**src/hdl/arcpi_pkg.sv**
```systemverilog
`timescale 1ns / 1ps
`default_nettype none
// ----------------------------------------------------------------------------
// arcpi_pkg
// Shared types, codes and constant tables of the arc pose integrator.
// ----------------------------------------------------------------------------
package arcpi_pkg;

  // CORDIC: thirty micro-rotations on a 34-bit signed datapath
  localparam int CORDIC_STEPS = 30;
  localparam int CORD_W       = 34;
  localparam logic signed [CORD_W-1:0] CORDIC_START = 34'sd652032874;
  localparam logic signed [CORD_W-1:0] ONE_Q30      = 34'sd1073741824;
  localparam logic signed [CORD_W-1:0] HALF_TURN    = 34'sd2147483648;

  // 1/(2*pi) in Q0.32 turns per radian
  localparam logic [29:0] INV_TWO_PI = 30'd683565276;

  // Local displacement magnitude limit, 2^33 - 1
  localparam logic [32:0] LOCAL_LIMIT = 33'h1_FFFF_FFFF;

  // Configuration register indexes
  localparam logic CFG_STEP_LENGTH    = 1'b0;
  localparam logic CFG_TURN_CURVATURE = 1'b1;

  // Motion codes
  localparam logic [2:0] MOT_NONE       = 3'd0;
  localparam logic [2:0] MOT_FWD        = 3'd1;
  localparam logic [2:0] MOT_FWD_LEFT   = 3'd2;
  localparam logic [2:0] MOT_FWD_RIGHT  = 3'd3;
  localparam logic [2:0] MOT_BACK       = 3'd4;
  localparam logic [2:0] MOT_BACK_LEFT  = 3'd5;
  localparam logic [2:0] MOT_BACK_RIGHT = 3'd6;

  // Datapath step codes
  localparam logic [3:0] DP_NOP       = 4'd0;
  localparam logic [3:0] DP_CAPTURE   = 4'd1;
  localparam logic [3:0] DP_MUL_P     = 4'd2;
  localparam logic [3:0] DP_MUL_HI    = 4'd3;
  localparam logic [3:0] DP_MUL_LO    = 4'd4;
  localparam logic [3:0] DP_PHI       = 4'd5;
  localparam logic [3:0] DP_START_PHI = 4'd6;
  localparam logic [3:0] DP_STORE_PHI = 4'd7;
  localparam logic [3:0] DP_LOCAL     = 4'd8;
  localparam logic [3:0] DP_ROT_MUL   = 4'd9;
  localparam logic [3:0] DP_ROT_ACC   = 4'd10;
  localparam logic [3:0] DP_COMMIT    = 4'd11;

  // Rotation product order
  localparam logic [1:0] ROT_LX_CH = 2'd0;
  localparam logic [1:0] ROT_LY_SH = 2'd1;
  localparam logic [1:0] ROT_LX_SH = 2'd2;
  localparam logic [1:0] ROT_LY_CH = 2'd3;

  typedef struct packed {
    logic [3:0] step;
    logic [1:0] idx;
  } dp_cmd_t;

  typedef struct packed {
    logic load_op;
    logic cordic_busy;
    logic div_busy;
  } dp_status_t;

  // atan(2^-i) in 2^-32 turns
  function automatic logic [29:0] atan_entry(input logic [4:0] i);
    logic [29:0] v;
    case (i)
      5'd0:  v = 30'd536870912;
      5'd1:  v = 30'd316933406;
      5'd2:  v = 30'd167458907;
      5'd3:  v = 30'd85004756;
      5'd4:  v = 30'd42667331;
      5'd5:  v = 30'd21354465;
      5'd6:  v = 30'd10679838;
      5'd7:  v = 30'd5340245;
      5'd8:  v = 30'd2670163;
      5'd9:  v = 30'd1335087;
      5'd10: v = 30'd667544;
      5'd11: v = 30'd333772;
      5'd12: v = 30'd166886;
      5'd13: v = 30'd83443;
      5'd14: v = 30'd41722;
      5'd15: v = 30'd20861;
      5'd16: v = 30'd10430;
      5'd17: v = 30'd5215;
      5'd18: v = 30'd2608;
      5'd19: v = 30'd1304;
      5'd20: v = 30'd652;
      5'd21: v = 30'd326;
      5'd22: v = 30'd163;
      5'd23: v = 30'd81;
      5'd24: v = 30'd41;
      5'd25: v = 30'd20;
      5'd26: v = 30'd10;
      5'd27: v = 30'd5;
      5'd28: v = 30'd3;
      5'd29: v = 30'd1;
      default: v = 30'd0;
    endcase
    return v;
  endfunction

endpackage
`default_nettype wire

```
**src/hdl/arcpi_ctrl.sv**
```systemverilog
`timescale 1ns / 1ps
`default_nettype none
// ----------------------------------------------------------------------------
// arcpi_ctrl
// Sequencer: steps the datapath through one command and owns the handshakes.
// ----------------------------------------------------------------------------
module arcpi_ctrl (
  input  wire logic                  clk,
  input  wire logic                  rst,
  input  wire logic                  in_valid,
  output logic                       in_ready,
  output logic                       out_valid,
  input  wire logic                  out_ready,
  input  wire arcpi_pkg::dp_status_t status,
  output arcpi_pkg::dp_cmd_t         cmd
);

  localparam logic [3:0] S_IDLE     = 4'd0;
  localparam logic [3:0] S_MUL_P    = 4'd1;
  localparam logic [3:0] S_MUL_HI   = 4'd2;
  localparam logic [3:0] S_MUL_LO   = 4'd3;
  localparam logic [3:0] S_PHI      = 4'd4;
  localparam logic [3:0] S_START    = 4'd5;
  localparam logic [3:0] S_WAIT_PHI = 4'd6;
  localparam logic [3:0] S_WAIT_ALL = 4'd7;
  localparam logic [3:0] S_ROT      = 4'd8;
  localparam logic [3:0] S_DONE     = 4'd9;

  logic [3:0] state, state_next;
  logic [2:0] rot_cnt;
  logic       out_free;

  assign in_ready = (state == S_IDLE);
  assign out_free = !out_valid || out_ready;

  always_comb begin
    state_next = state;
    cmd.step   = arcpi_pkg::DP_NOP;
    cmd.idx    = rot_cnt[2:1];
    case (state)
      S_IDLE: begin
        if (in_valid) begin
          cmd.step   = arcpi_pkg::DP_CAPTURE;
          state_next = status.load_op ? S_DONE : S_MUL_P;
        end
      end
      S_MUL_P: begin
        cmd.step   = arcpi_pkg::DP_MUL_P;
        state_next = S_MUL_HI;
      end
      S_MUL_HI: begin
        cmd.step   = arcpi_pkg::DP_MUL_HI;
        state_next = S_MUL_LO;
      end
      S_MUL_LO: begin
        cmd.step   = arcpi_pkg::DP_MUL_LO;
        state_next = S_PHI;
      end
      S_PHI: begin
        cmd.step   = arcpi_pkg::DP_PHI;
        state_next = S_START;
      end
      S_START: begin
        cmd.step   = arcpi_pkg::DP_START_PHI;
        state_next = S_WAIT_PHI;
      end
      S_WAIT_PHI: begin
        if (!status.cordic_busy) begin
          cmd.step   = arcpi_pkg::DP_STORE_PHI;
          state_next = S_WAIT_ALL;
        end
      end
      S_WAIT_ALL: begin
        if (!status.cordic_busy && !status.div_busy) begin
          cmd.step   = arcpi_pkg::DP_LOCAL;
          state_next = S_ROT;
        end
      end
      S_ROT: begin
        cmd.step = rot_cnt[0] ? arcpi_pkg::DP_ROT_ACC : arcpi_pkg::DP_ROT_MUL;
        if (rot_cnt == 3'd7) begin
          state_next = S_DONE;
        end
      end
      S_DONE: begin
        if (out_free) begin
          cmd.step   = arcpi_pkg::DP_COMMIT;
          state_next = S_IDLE;
        end
      end
      default: begin
        state_next = S_IDLE;
      end
    endcase
  end

  always_ff @(posedge clk) begin
    if (rst) begin
      state     <= S_IDLE;
      rot_cnt   <= '0;
      out_valid <= 1'b0;
    end else begin
      state <= state_next;
      // advance the product counter only inside the rotation
      if (state == S_ROT) begin
        rot_cnt <= rot_cnt + 3'd1;
      end else begin
        rot_cnt <= '0;
      end
      if (state == S_DONE && out_free) begin
        out_valid <= 1'b1;
      end else if (out_ready) begin
        out_valid <= 1'b0;
      end
    end
  end

endmodule
`default_nettype wire

```
**config.mk**
```make
export PLATFORM = sky130hd
export DESIGN_NAME = arcpi_ctrl
export DESIGN_NICKNAME = d
export VERILOG_FILES = /design/src/hdl/arcpi_pkg.sv /design/src/hdl/arcpi_ctrl.sv
export SDC_FILE = /design/constraint.sdc
export NUM_CORES = 1
export LEC_CHECK = 0
export ABC_AREA = 1
export BUFFER_PORTS_ARGS = -buffer_cell sky130_fd_sc_hd__buf_2
export CELL_PAD_IN_SITES_DETAIL_PLACEMENT = 1
export CELL_PAD_IN_SITES_GLOBAL_PLACEMENT = 1
export CORE_MARGIN = 2
export CORE_UTILIZATION = 34
export DETAILED_ROUTE_END_ITERATION = 7
export GPL_TIMING_DRIVEN = 0
export PLACE_DENSITY_LB_ADDON = 0.05
export SYNTH_ARGS = -nofsm -noshare
export SYNTH_HDL_FRONTEND = slang
export SYNTH_SLANG_ARGS = --single-unit
```
**constraint.sdc**
```tcl
create_clock -name clk -period 1.33 [get_ports clk]
set_input_delay 0.0665 -clock clk [delete_from_list [all_inputs] [get_ports clk]]
set_output_delay 0.0665 -clock clk [all_outputs]
set_load 0.02 [all_outputs]
```
==> results.yml <==
timing:
  hold_viol_final: 0
  whs_ps: 88.1
  skew_ps: 8.01
  period_share: 1.10
  grt_setup_unrepaired: "yes"
  worstMarginPinSlew_ps: 183
  fmax_mhz: 684
  setup_ws_ps: -131
  finalCriticalPeriod_ps: 1460
  slew-limit-headroom: 0.878
  slew_violations: 0
  setup_viol: 4
critical_path:
  cpPeakStageDelay_ps: 320
  r2r_slack_ps: 40
  setup.worst_path.start: "rot_cnt[1]$_SDFF_PP0_"
  timing.critical_path.cells: "ha_2, ha_1, inv_1, nand3_2, nand2_2, o21bai_1, buf_4"
  r2r_cells: 9
  critPathMaxFanout: 2
  crit_buf_inv: 2
  timing.rr.end: "state[0]$_SDFFE_PP0P_"
  required_ps: 1260
  end_kind: "output port"
  cp_num_cells: 7
  arrival_ps: 1390
  cpMaxStageDelayCell: "dfxtp_2"
  crit_type: "reg -> out"
  start_kind: "register"
  cpLargestDelayFamily: "adder cells"
  rr_startpoint: "rot_cnt[1]$_SDFF_PP0_"
  critPathCapture: "cmd[3]"
synthesis:
  synthDistinctLibCells: 18
  ys_warn_count: 0
  synth_flop_cell: "dfxtp_1"
  ys_ff_latch: 8
  synthTopCellsByArea: "dfxtp_1, nand2_1, nand3_2"
  yosysTopAreaCellShare: 0.259
  synth-edff-count: 0
  synth_area_um2: 619
  syn_avg_cell_area_um2: 6.38
  async_flop_share: 0
  ys_seq_area_frac: 0.259
  synthCells: 97
  yosys.area.top_type: "dfxtp_1"
  syn_nets: 106
flow_run:
  maxCapViolCount: 0
power:
  power_density_nw_per_um2: 1990
  total_power_mw: 1.83
  irDropWorstVdd_v: 0.00104
  leakage_nw: 0.492
status:
  status: "finished, violations left"
  violations: "setup timing"
route:
  drtPass1Iterations: 2
  vias: 673
  final_antenna_net_count: 0
  drt-total-wl_um: 1650
  drt_iter0_drc: 1
  wire_per_inst_um: 11.1
  drc_errors: 0
  via_per_inst: 4.52
clock_network:
  cts.sinks: 8
  clkLatencyLatePin_ps: 260
  htreeDepth: 1
  cts_root_buf: "clkbuf_4"
  numCtsBuffers: 3
  cts_tree: "built"
  clock_path_buffers: 2
  clk_pin_slew_worst_paths_ps: 60
global_route:
  grt_antenna_before_repair: 0
  grt_pass1_vias: 668
  grt_max_degree: 7
  grt_pass1_wl_um: 2600
  grt_util_all_layers: 0.174
  gr-total-overflow: 0
layout:
  register_area_um2: 179
  multi_input_area_um2: 437
  fin_nets: 135
  instances_no_fill: 149
  antenna_cells: 0
  final_layout_size_suffix_gt1_frac: 0.548
  fill_cells: 236
  area_growth_pct: 48.5
floorplan:
  ioPinCount: 15
  dieArea_um2: 2180
  core-area_um2: 1730
  die_y_um: 46.7
  fp.dieW_um: 46.7
  start_util: 0.359
  rows: 15
placement:
  pre_cts_ws_ps: -58.9
  gp_congestion: 0.730
  placed_cells: 136
  dp_hpwl_um: 1220
  portBuffers: 14
hold_path:
  worstHoldStart: "out_ready"
  whs_path_depth: 4
  hp-class: "in -> reg"
## per-layer routing
| layer | global-route usage | vias up | share of wire |
|---|---|---|---|
| li1 | - | 351 | - |
| met5 | 0 | - | 0 |
| met2 | 0.325 | 11 | 0.54 |
| met4 | 0.106 | 0 | 0.013 |
| met3 | 0.0157 | 4 | 0.022 |
| met1 | 0.183 | 307 | 0.42 |
## registers in the layout, indices dropped and copies added, names as in the netlist
| register | cells |
|---|---|
| state | 4 |
| rot_cnt | 3 |
| out_valid | 1 |
## Yosys cell counts, types with 2 or more instances
master and instances:
nor2_2 6, nand3_2 6, inv_1 15, ha_1 2, dfxtp_1 8, inv_2 3
nor2_4 2, nand3_1 2, buf_4 2, nand2_1 28, nor2_1 12, o21bai_1 3
a21oi_1 3
## cell families after synthesis
kind of cell,after synthesis,synth area share
AND/OR/NAND/NOR,58,0.481
buffers and inverters,21,0.139
AO/OA/AOI/OAI,8,0.0808
adder cells (fa/ha/maj),2,0.0404
flip-flops,8,0.259
## timing repair
| item | CTS | global route |
|---|---|---|
| hold endpoints to repair | 2 | 0 |
| gates resized for setup | 26 | 13 |
| pin swaps | 5 | 6 |
| setup endpoints to repair | 4 | 8 |
| hold buffers | 1 | 0 |
| buffers inserted | 6 | 3 |
## worst reg2reg max path: stages (launching register included)
cell     delay, ps
dfxtp_2        330
ha_2           160
ha_1           130
inv_1           50
nand3_2         90
nand3_2        110
nor2_4         140
nand2_1         80
nand2_1         60
nor2_1          30
## how the worst min path moves through the flow
stage                                   endpoint
after CTS                 out_valid$_SDFFE_PP0P_
after floorplan           out_valid$_SDFFE_PP0P_
final                     out_valid$_SDFFE_PP0P_
after detailed placement  out_valid$_SDFFE_PP0P_
after global placement    out_valid$_SDFFE_PP0P_
after global routing      out_valid$_SDFFE_PP0P_
## layout by cell type, fill, tap and decap left out, types with 2 or more instances in the layout
| cell | Yosys | layout |
|---|---|---|
| nand2_1 | 28 | 22 |
| buf_4 | 2 | 14 |
| buf_2 | 0 | 10 |
| inv_1 | 15 | 13 |
| nor2_2 | 6 | 4 |
| clkbuf_4 | 0 | 3 |
| nand3_2 | 6 | 7 |
| nand2_4 | 1 | 2 |
| a21oi_1 | 3 | 2 |
| dfxtp_4 | 0 | 4 |
| nor2_1 | 12 | 9 |
| inv_2 | 3 | 5 |
| nand2_2 | 0 | 5 |
| o21bai_1 | 3 | 3 |
| dfxtp_2 | 0 | 3 |
| nor2_4 | 2 | 7 |
## area by class of cell
type,instances,share of cell area
sequential,8,0.195
inverter,19,0.0803
multi-input combinational,68,0.475
clock buffer,3,0.0245
tap,25,0.0340
buffer,2,0.0163
timing repair buffer,24,0.176
## stage by stage
step | area [µm²] | util | setup TNS [ps]
floorplan | 619 | - | 0
global placement | 721 | 0.417 | -68.1
detailed placement | 721 | 0.417 | -58.9
CTS | 862 | 0.499 | -408
global route | 920 | 0.533 | -942
finish | 920 | 0.533 | -344
## power by group
part           internal [mW]  leakage (nW)  switching (mW)  total (mW)
registers              0.323        0.0694           0.128       0.450
clock network          0.103        0.0138          0.0822       0.185
logic                  0.521         0.409           0.670        1.19
total                  0.947         0.492           0.880        1.83
No activity file was read; power rests on OpenSTA's default activity.
